### config.mk
export PLATFORM = sky130hd
export DESIGN_NAME = e2d_cfg_regs
export DESIGN_NICKNAME = d
export VERILOG_FILES = /design/src/hdl/e2d_pkg.sv /design/src/hdl/e2d_cfg_regs.sv
export SDC_FILE = /design/constraint.sdc
export NUM_CORES = 1
export LEC_CHECK = 0
export ABC_AREA = 1
export BUFFER_PORTS_ARGS = -buffer_cell sky130_fd_sc_hd__buf_2
export CAP_MARGIN = 30
export CORE_ASPECT_RATIO = 1.5
export CORE_MARGIN = 10
export CORE_UTILIZATION = 30
export DETAILED_ROUTE_END_ITERATION = 10
export GPL_TIMING_DRIVEN = 0
export PLACE_DENSITY = 0.64
export SYNTH_ARGS = -nofsm -noshare
export SYNTH_HDL_FRONTEND = slang
export SYNTH_SLANG_ARGS = --single-unit
### constraint.sdc
create_clock -name i_clk -period 2.4 [get_ports i_clk]
set_input_delay 0.48 -clock i_clk [delete_from_list [all_inputs] [get_ports i_clk]]
set_output_delay 0.48 -clock i_clk [all_outputs]
set_load 0.01 [all_outputs]
### src/hdl/e2d_pkg.sv
// ----------------------------------------------------------------------------
// e2d_pkg
// Shared types, constants and saturating fixed-point helpers for the
// 2D Epileptor forward Euler step core.
// ----------------------------------------------------------------------------
package e2d_pkg;

    // datapath format: signed Q8.24 in 32 bits
    localparam int DATA_WIDTH = 32;
    localparam int FRAC_BITS  = 24;
    localparam int PROD_WIDTH = 2 * DATA_WIDTH;
    localparam int QUOT_WIDTH = PROD_WIDTH - FRAC_BITS;

    // configuration register widths
    localparam int INV_TAU_WIDTH = 31;
    localparam int STEP_WIDTH    = 25;
    localparam int CFG_IDX_WIDTH = 2;

    typedef logic signed [DATA_WIDTH-1:0] t_data;
    typedef logic signed [PROD_WIDTH-1:0] t_prod;

    localparam t_data DATA_MAX = {1'b0, {(DATA_WIDTH-1){1'b1}}};
    localparam t_data DATA_MIN = {1'b1, {(DATA_WIDTH-1){1'b0}}};
    localparam t_data FIX_ONE  = t_data'(64'd1 << FRAC_BITS);

    // register reset values
    localparam logic [INV_TAU_WIDTH-1:0] INV_TAU_RESET = INV_TAU_WIDTH'(1677722);
    localparam logic [STEP_WIDTH-1:0]    STEP_RESET    = STEP_WIDTH'(1677722);
    localparam t_data                    DRIVE_RESET   = t_data'(68786586);

    // configuration register indexes
    typedef enum logic [CFG_IDX_WIDTH-1:0] {
        CFG_INV_TAU = 2'd0,
        CFG_STEP    = 2'd1,
        CFG_DRIVE   = 2'd2
    } t_cfg_idx;

    // configuration seen by the datapath
    typedef struct packed {
        logic [INV_TAU_WIDTH-1:0] inv_tau;
        logic [STEP_WIDTH-1:0]    step;
        t_data                    drive;
    } t_cfg;

    // value with its saturation flag
    typedef struct packed {
        t_data val;
        logic  sat;
    } t_sat;

    // saturating add
    function automatic t_sat sat_add(input t_data a, input t_data b);
        logic [DATA_WIDTH:0] s;
        t_sat                r;
        s     = {a[DATA_WIDTH-1], a} + {b[DATA_WIDTH-1], b};
        r.sat = s[DATA_WIDTH] ^ s[DATA_WIDTH-1];
        if (r.sat) begin
            r.val = s[DATA_WIDTH] ? DATA_MIN : DATA_MAX;
        end else begin
            r.val = s[DATA_WIDTH-1:0];
        end
        return r;
    endfunction

    // saturating subtract
    function automatic t_sat sat_sub(input t_data a, input t_data b);
        logic [DATA_WIDTH:0] s;
        t_sat                r;
        s     = {a[DATA_WIDTH-1], a} - {b[DATA_WIDTH-1], b};
        r.sat = s[DATA_WIDTH] ^ s[DATA_WIDTH-1];
        if (r.sat) begin
            r.val = s[DATA_WIDTH] ? DATA_MIN : DATA_MAX;
        end else begin
            r.val = s[DATA_WIDTH-1:0];
        end
        return r;
    endfunction

    // full product scaled back by floor, then saturated
    function automatic t_sat sat_prod(input t_prod p);
        logic [QUOT_WIDTH-1:0]           q;
        logic [QUOT_WIDTH-DATA_WIDTH:0]  top;
        t_sat                            r;
        q     = p[PROD_WIDTH-1:FRAC_BITS];
        top   = q[QUOT_WIDTH-1:DATA_WIDTH-1];
        r.sat = !((&top) || !(|top));
        if (r.sat) begin
            r.val = p[PROD_WIDTH-1] ? DATA_MIN : DATA_MAX;
        end else begin
            r.val = q[DATA_WIDTH-1:0];
        end
        return r;
    endfunction

endpackage

### src/hdl/e2d_cfg_regs.sv
// ----------------------------------------------------------------------------
// e2d_cfg_regs
// Configuration register file: decodes write transactions by index and
// holds the reciprocal time constant, step size and drive current.
// ----------------------------------------------------------------------------
module e2d_cfg_regs (
    input  logic                                i_clk,
    input  logic                                i_rst_n,
    input  logic                                i_wr_en,
    input  logic [e2d_pkg::CFG_IDX_WIDTH-1:0]   i_addr,
    input  logic [e2d_pkg::DATA_WIDTH-1:0]      i_wr_data,
    output e2d_pkg::t_cfg                       o_cfg
);
    import e2d_pkg::*;

    t_cfg r_cfg;
    t_cfg n_cfg;

    // write decode, out-of-range indexes are dropped
    always_comb begin
        n_cfg = r_cfg;
        if (i_wr_en) begin
            case (i_addr)
                CFG_INV_TAU: n_cfg.inv_tau = i_wr_data[INV_TAU_WIDTH-1:0];
                CFG_STEP:    n_cfg.step    = i_wr_data[STEP_WIDTH-1:0];
                CFG_DRIVE:   n_cfg.drive   = i_wr_data;
                default:     n_cfg         = r_cfg;
            endcase
        end
    end

    // register storage
    always_ff @(posedge i_clk) begin
        if (!i_rst_n) begin
            r_cfg.inv_tau <= INV_TAU_RESET;
            r_cfg.step    <= STEP_RESET;
            r_cfg.drive   <= DRIVE_RESET;
        end else begin
            r_cfg <= n_cfg;
        end
    end

    assign o_cfg = r_cfg;

endmodule

==> results of run 1 <==
==> area by class of cell <==
| cell class | count | area [um^2] |
|---|---|---|
| fillers | 1226 | 6900 |
| flip-flops and latches | 88 | 1760 |
| multi-input cells | 324 | 1370 |
| repair buffers | 122 | 611 |
| clock buffers | 11 | 253 |
| inverters | 56 | 210 |
| well taps | 150 | 188 |
| plain buffers | 36 | 183 |
| clock inverters | 5 | 55.1 |
==> routing by layer <==
layer	vias up	GRT usage
li1	1814	-
met1	1610	0.150
met2	128	0.249
met3	22	0.0529
met4	0	0.0599
met5	-	0
==> metrics by stage <==
stage          cells  hold WS, ns  power, mW  setup slack (ns)
2_1_floorplan    504        0.489       1.85              1.11
3_3_place_gp     776        0.435       2.04             0.871
3_5_place_dp     776        0.440       2.05             0.829
6_report         792        0.384       3.44              1.07
5_1_grt          792        0.400       3.61              1.03
4_1_cts          792        0.378       3.48              1.05
==> layout by cell type, fill, tap and decap left out, types with 2 or more instances in the layout <==
cell	synthesis	final
buf_4	3	3
a21oi_1	20	20
buf_1	6	6
nand2_1	136	136
buf_2	23	145
nand4_1	11	11
nand3_2	2	2
clkbuf_16	0	9
clkbuf_1	3	3
clkinvlp_4	0	2
clkbuf_8	0	2
dfxtp_1	88	88
clkinv_2	0	2
nor2_1	88	88
inv_1	56	56
nand3_1	65	65
==> synth_stat cells <==
cell      count  area (um^2)
inv_1        56          210
nand4_1      11         68.8
dfxtp_1      88         1760
nor2_2        1         6.26
buf_6         1         11.3
buf_2        23          115
nand2_1     136          510
nand3_1      65          325
nand3_2       2         20.0
clkbuf_1      3         11.3
a21oi_1      20          100
buf_4         3         22.5
nor2_1       88          330
buf_1         6         22.5
nor2_4        1         11.3
==> worst register-to-register path: cells and delay by family, from the launching register on <==
family | cells | cell delay [ns]
buf+inv | 1 | 0.04
simple gates | 3 | 0.23
flops | 1 | 0.33
==> how the worst max path moves through the flow <==
stage	to	startpoint	slack, ns	depth (start not counted)
after floorplan	o_cfg[60]	i_rst_n	1.11	4
after global placement	o_cfg[68]	i_rst_n	0.87	4
after detailed placement	o_cfg[77]	i_rst_n	0.83	4
after CTS	o_cfg[75]	o_cfg[75]	1.05	1
after global routing	o_cfg[75]	o_cfg[75]	1.03	1
final	o_cfg[1]	o_cfg[1]	1.07	1
==> power breakdown <==
group          switching [mW]  total, mW  internal (mW)
clock network           0.575       1.43          0.859
registers              0.0392       1.58           1.54
logic                   0.275      0.432          0.157
total                   0.889       3.44           2.55
==> kinds of logic after synthesis <==
logic type             synth area share
flip-flops                        0.499
AO/OA/AOI/OAI                    0.0284
buffers and inverters             0.111
AND/OR/NAND/NOR                   0.361
==> flow_metrics.py, run 1 <==
metrics = {
    "detailed_routing": {
        "drt-wirelength-per-cell_um": 15.1,
        "drtAntennaViolNets": 0,
        "wl_met1_um": 4570,
        "via_per_inst": 4.51,
        "wl_um": 11900,
        "drc": 0,
        "vias": 3574,
        "top_layer_used": "met4",
        "wl_met3_um": 1120,
        "drt-initial-drc-count": 157,
        "wl_met2_um": 5930,
        "dr.pass1.iters": 5,
    },
    "layout": {
        "final_layout_size_suffix_gt1_frac": 0.263,
        "nNetsFinal": 674,
        "area_growth_pct": 31.4,
        "largest_register_ffs": 88,
        "diodes": 0,
        "utilization": 0.402,
        "final_area_mm2": 0.00463,
    },
    "power": {
        "peakVddDrop_uv": 345,
        "p_leak_nw": 2.51,
        "powerDensity_mw_per_mm2": 743,
    },
    "die": {
        "start_util": 0.306,
        "ios": 125,
        "core-area_mm2": 0.0115,
        "die_y_um": 153,
        "die_area_mm2": 0.0166,
        "die_width_um": 109,
        "rows": 48,
    },
    "clock_tree": {
        "cts_hold_buf": 0,
        "cts_tree": "done",
        "cts_setup_buffers": 0,
        "worst_skew_pair.late_latency_ns": 0.34,
        "htree_num_levels": 3,
        "root_buffer": "clkbuf_16",
        "cts_sinks": 88,
        "cts-buffers-inserted": 9,
        "clk_pin_slew_ns": 0.06,
        "clock_path_buffers": 2,
        "cts.repair.resized": 0,
    },
    "setup_path": {
        "cp-start-kind": "flip-flop",
        "path_delay_family": "flip-flops",
        "crit_required_ns": 1.92,
        "cp.arrival_ns": 0.85,
        "crit_chain": "buf_2",
        "cp_max_fo": 2,
        "reg2regPathDepth": 4,
        "reg2reg_slack_ns": 1.73,
        "critPathBufInv": 1,
        "crit_path_end_kind": "output pin",
        "cpPeakStageDelay_ns": 0.36,
        "reg2reg_from": "o_cfg[32]",
        "critPathKind": "flip-flop to output pin",
        "r2r-end": "o_cfg[32]",
        "slowest_stage": "dfxtp_1",
    },
    "timing": {
        "final.setup.tns_ns": 0,
        "finClkSkew_ns": 0,
        "hold_viol": 0,
        "max_freq_ghz": 0.750,
        "setup_viol": 0,
        "finalMaxSlewViolations": 0,
        "relSlewSlack": 0.660,
        "fin_crit_ns": 1.33,
        "tightest_slew_ns": 0.509,
        "fin_crit_sh": 0.555,
        "rsz0062_at_grt": "false",
    },
    "logic_synthesis": {
        "yosys_register_bits": 88,
        "avgSynthCellArea_um2": 7.00,
        "mappedNetlistArea_mm2": 0.00353,
        "seq_area_frac_synth": 0.499,
        "synthesis.nets": 541,
        "synthCells": 504,
        "ys_types": 15,
        "ys_warn_count": 0,
    },
    "global_route": {
        "grt_pass1_vias": 3557,
        "grt_usage": 0.144,
        "grt_overflow": 0,
        "grt_start_max_net_pins": 15,
        "antenna_found_initial": 0,
        "grt_pass1_wl_um": 18700,
    },
    "placed_design": {
        "io_buffers": 122,
        "dp_hpwl_um": 9510,
        "place.gp.congestion": 0.857,
        "placed_area_mm2": 0.00433,
    },
    "outcome": {
        "outcome": "completed",
    },
    "min_path": {
        "hold_depth": 3,
        "hold-path-endpoint": "o_cfg[46]",
        "hp-class": "primary input to flip-flop",
        "hp-start": "i_wr_data[14]",
    },
    "run": {
        "max_cap_viol_count": 0,
    },
}
No activity file was read; power rests on OpenSTA's default activity.
==> inputs of run 2 (changes only) <==
--- a/config.mk
+++ b/config.mk
@@ -13,7 +13,7 @@
 export CORE_UTILIZATION = 30
 export DETAILED_ROUTE_END_ITERATION = 10
 export GPL_TIMING_DRIVEN = 0
-export PLACE_DENSITY = 0.64
+export PLACE_DENSITY = 0.66
 export SYNTH_ARGS = -nofsm -noshare
 export SYNTH_HDL_FRONTEND = slang
 export SYNTH_SLANG_ARGS = --single-unit
==> constraint.sdc (replaced) <==
create_clock -name i_clk -period 1.2 [get_ports i_clk]
set_input_delay 0.24 -clock i_clk [delete_from_list [all_inputs] [get_ports i_clk]]
set_output_delay 0.24 -clock i_clk [all_outputs]
set_load 0.01 [all_outputs]
==> run 2 against run 1 <==
Critical path depth is the same. Critical path type unchanged. Final cell count shrank 0.13%. Flip-flop and latch count stayed put. Register-to-register slack worse by 1.2 ns. Highest routed layer unchanged. Power rose by 95%. Core utilization shrank 0.13 points. Via count decreased by 3.9%. Die area unchanged. Hold slack got worse by 0.23 ns. Cell area down 0.32%.
==> flow_metrics.py, run 2 (same netlist as run 1, synthesis figures left out) <==
metrics = {
    "timing": {
        "finClkSkew_ns": 0,
        "setup_ws_ns": 0.124,
        "finalMaxSlewViolations": 0,
        "fin_crit_ns": 1.08,
        "max_freq_ghz": 0.930,
        "relSlewSlack": 0.668,
        "tightest_slew_ns": 0.498,
        "rsz0062_at_grt": "false",
        "fin_crit_sh": 0.896,
        "hold_viol": 0,
        "setup_viol": 0,
    },
    "layout": {
        "multi_input_area_mm2": 0.00137,
        "final_area_mm2": 0.00462,
        "area_growth_pct": 30.9,
        "stdcell_count": 791,
        "seq_area_mm2": 0.00176,
        "fillers": 1253,
        "layout_common_cells": "buf_2, nand2_1, nor2_1, dfxtp_1, nand3_1",
        "nNetsFinal": 674,
        "diodes": 0,
        "largest_register_ffs": 88,
        "layout_commonest_cell": "buf_2",
        "final_layout_size_suffix_gt1_frac": 0.262,
    },
    "setup_path": {
        "critPathBufInv": 1,
        "slowest_stage": "dfxtp_1",
        "cp-start-kind": "flip-flop",
        "crit_path_end_kind": "output pin",
        "critPathKind": "flip-flop to output pin",
        "path_delay_family": "flip-flops",
        "cp_max_fo": 2,
        "crit_chain": "buf_2",
        "crit_required_ns": 0.96,
        "cpPeakStageDelay_ns": 0.36,
        "cp.arrival_ns": 0.84,
    },
    "power": {
        "seqPwrFrac": 0.468,
        "p_clk_frac": 0.404,
        "p_switching_mw": 1.72,
        "internal-power_mw": 5.01,
        "peakVddDrop_uv": 630,
        "p_leak_nw": 2.51,
        "switching_share": 0.256,
        "powerDensity_mw_per_mm2": 1460,
        "p_comb_frac": 0.128,
    },
    "global_route": {
        "antenna_found_initial": 0,
        "grt_usage": 0.140,
        "grt_pass1_wl_um": 18100,
        "grt_start_max_net_pins": 14,
        "grt_pass1_vias": 3363,
        "grt_overflow": 0,
    },
    "detailed_routing": {
        "vias": 3435,
        "wl_um": 11700,
        "drt-wirelength-per-cell_um": 14.8,
        "drc": 0,
        "drtAntennaViolNets": 0,
        "drt-initial-drc-count": 151,
        "dr.pass1.iters": 4,
        "via_per_inst": 4.34,
    },
    "clock_tree": {
        "cts_setup_buffers": 0,
        "cts.repair.resized": 0,
        "clk_pin_slew_ns": 0.06,
        "cts_tree": "done",
        "cts_sinks": 88,
        "clock_path_buffers": 2,
        "cts-buffers-inserted": 9,
        "cts_hold_buf": 0,
        "htree_num_levels": 3,
        "worst_skew_pair.late_latency_ns": 0.33,
        "root_buffer": "clkbuf_16",
    },
    "die": {
        "core-area_mm2": 0.0115,
        "die_width_um": 109,
        "rows": 48,
        "die_area_mm2": 0.0166,
        "start_util": 0.306,
        "ios": 125,
        "die_y_um": 153,
    },
    "placed_design": {
        "place.gp.congestion": 0.802,
        "dp_hpwl_um": 9110,
        "io_buffers": 122,
        "placed_area_mm2": 0.00433,
        "dp.cells": 776,
        "dp_slack_ns": -0.131,
    },
    "outcome": {
        "outcome": "completed",
    },
    "min_path": {
        "hp-class": "primary input to flip-flop",
    },
    "run": {
        "max_cap_viol_count": 0,
    },
}
## run 2: cell count changes in the layout (fill, tap and decap cells not counted)
cell	before	now
clkbuf_8	2	4
clkinv_2	2	1
bufinv_16	1	0
clkinvlp_4	2	1
## run 2: final cells by class
class                           instances  share of cell area
Buffer                                 36              0.0396
Timing Repair Buffer                  122               0.132
Inverter                               56              0.0455
Multi-Input combinational cell        324               0.297
Sequential cell                        88               0.381
Tap cell                              150              0.0406
Clock inverter                          2             0.00271
Clock buffer                           13              0.0607
## run 2: final timing paths
check / start / end / slack, ns / depth (start not counted)
worst max-delay path: o_cfg[33] / o_cfg[33] / 0.12 / 1
worst min-delay path: i_wr_data[31] / o_cfg[31] / 0.16 / 3
worst max register to register: o_cfg[28] / o_cfg[28] / 0.55 / 4
worst min register to register: o_cfg[43] / o_cfg[43] / 0.45 / 2
## run 2: stage by stage
stage / util / setup TNS, ns / hold slack (ns) / power, mW
finish: 0.400 / 0 / 0.157 / 6.72
global route: 0.400 / 0 / 0.148 / 7.08
CTS: 0.400 / 0 / 0.140 / 6.83
detailed placement: 0.375 / -1.26 / 0.438 / 4.09
global placement: 0.375 / -1.30 / 0.433 / 4.08
floorplan: - / 0 / 0.353 / 3.69
## run 2: worst register-to-register path, cell delays in order, from the launching register on
cell and delay, ns:
dfxtp_1 0.33, inv_1 0.04, nand2_1 0.05, nand2_1 0.04, nor2_1 0.12
## run 2: power by group through the flow
stage	Clock, mW	Sequential (mW)	Combinational, mW
floorplan	0	3.29	0.405
global placement	0	3.21	0.874
detailed placement	0	3.21	0.877
CTS	2.80	3.15	0.880
global route	2.94	3.16	0.979
finish	2.71	3.15	0.861
## run 2: layer usage
metal  part of all wire  GRT usage
met1               0.40      0.155
met3              0.098     0.0588
met4              0.013     0.0397
met5                  0          0
met2               0.49      0.237
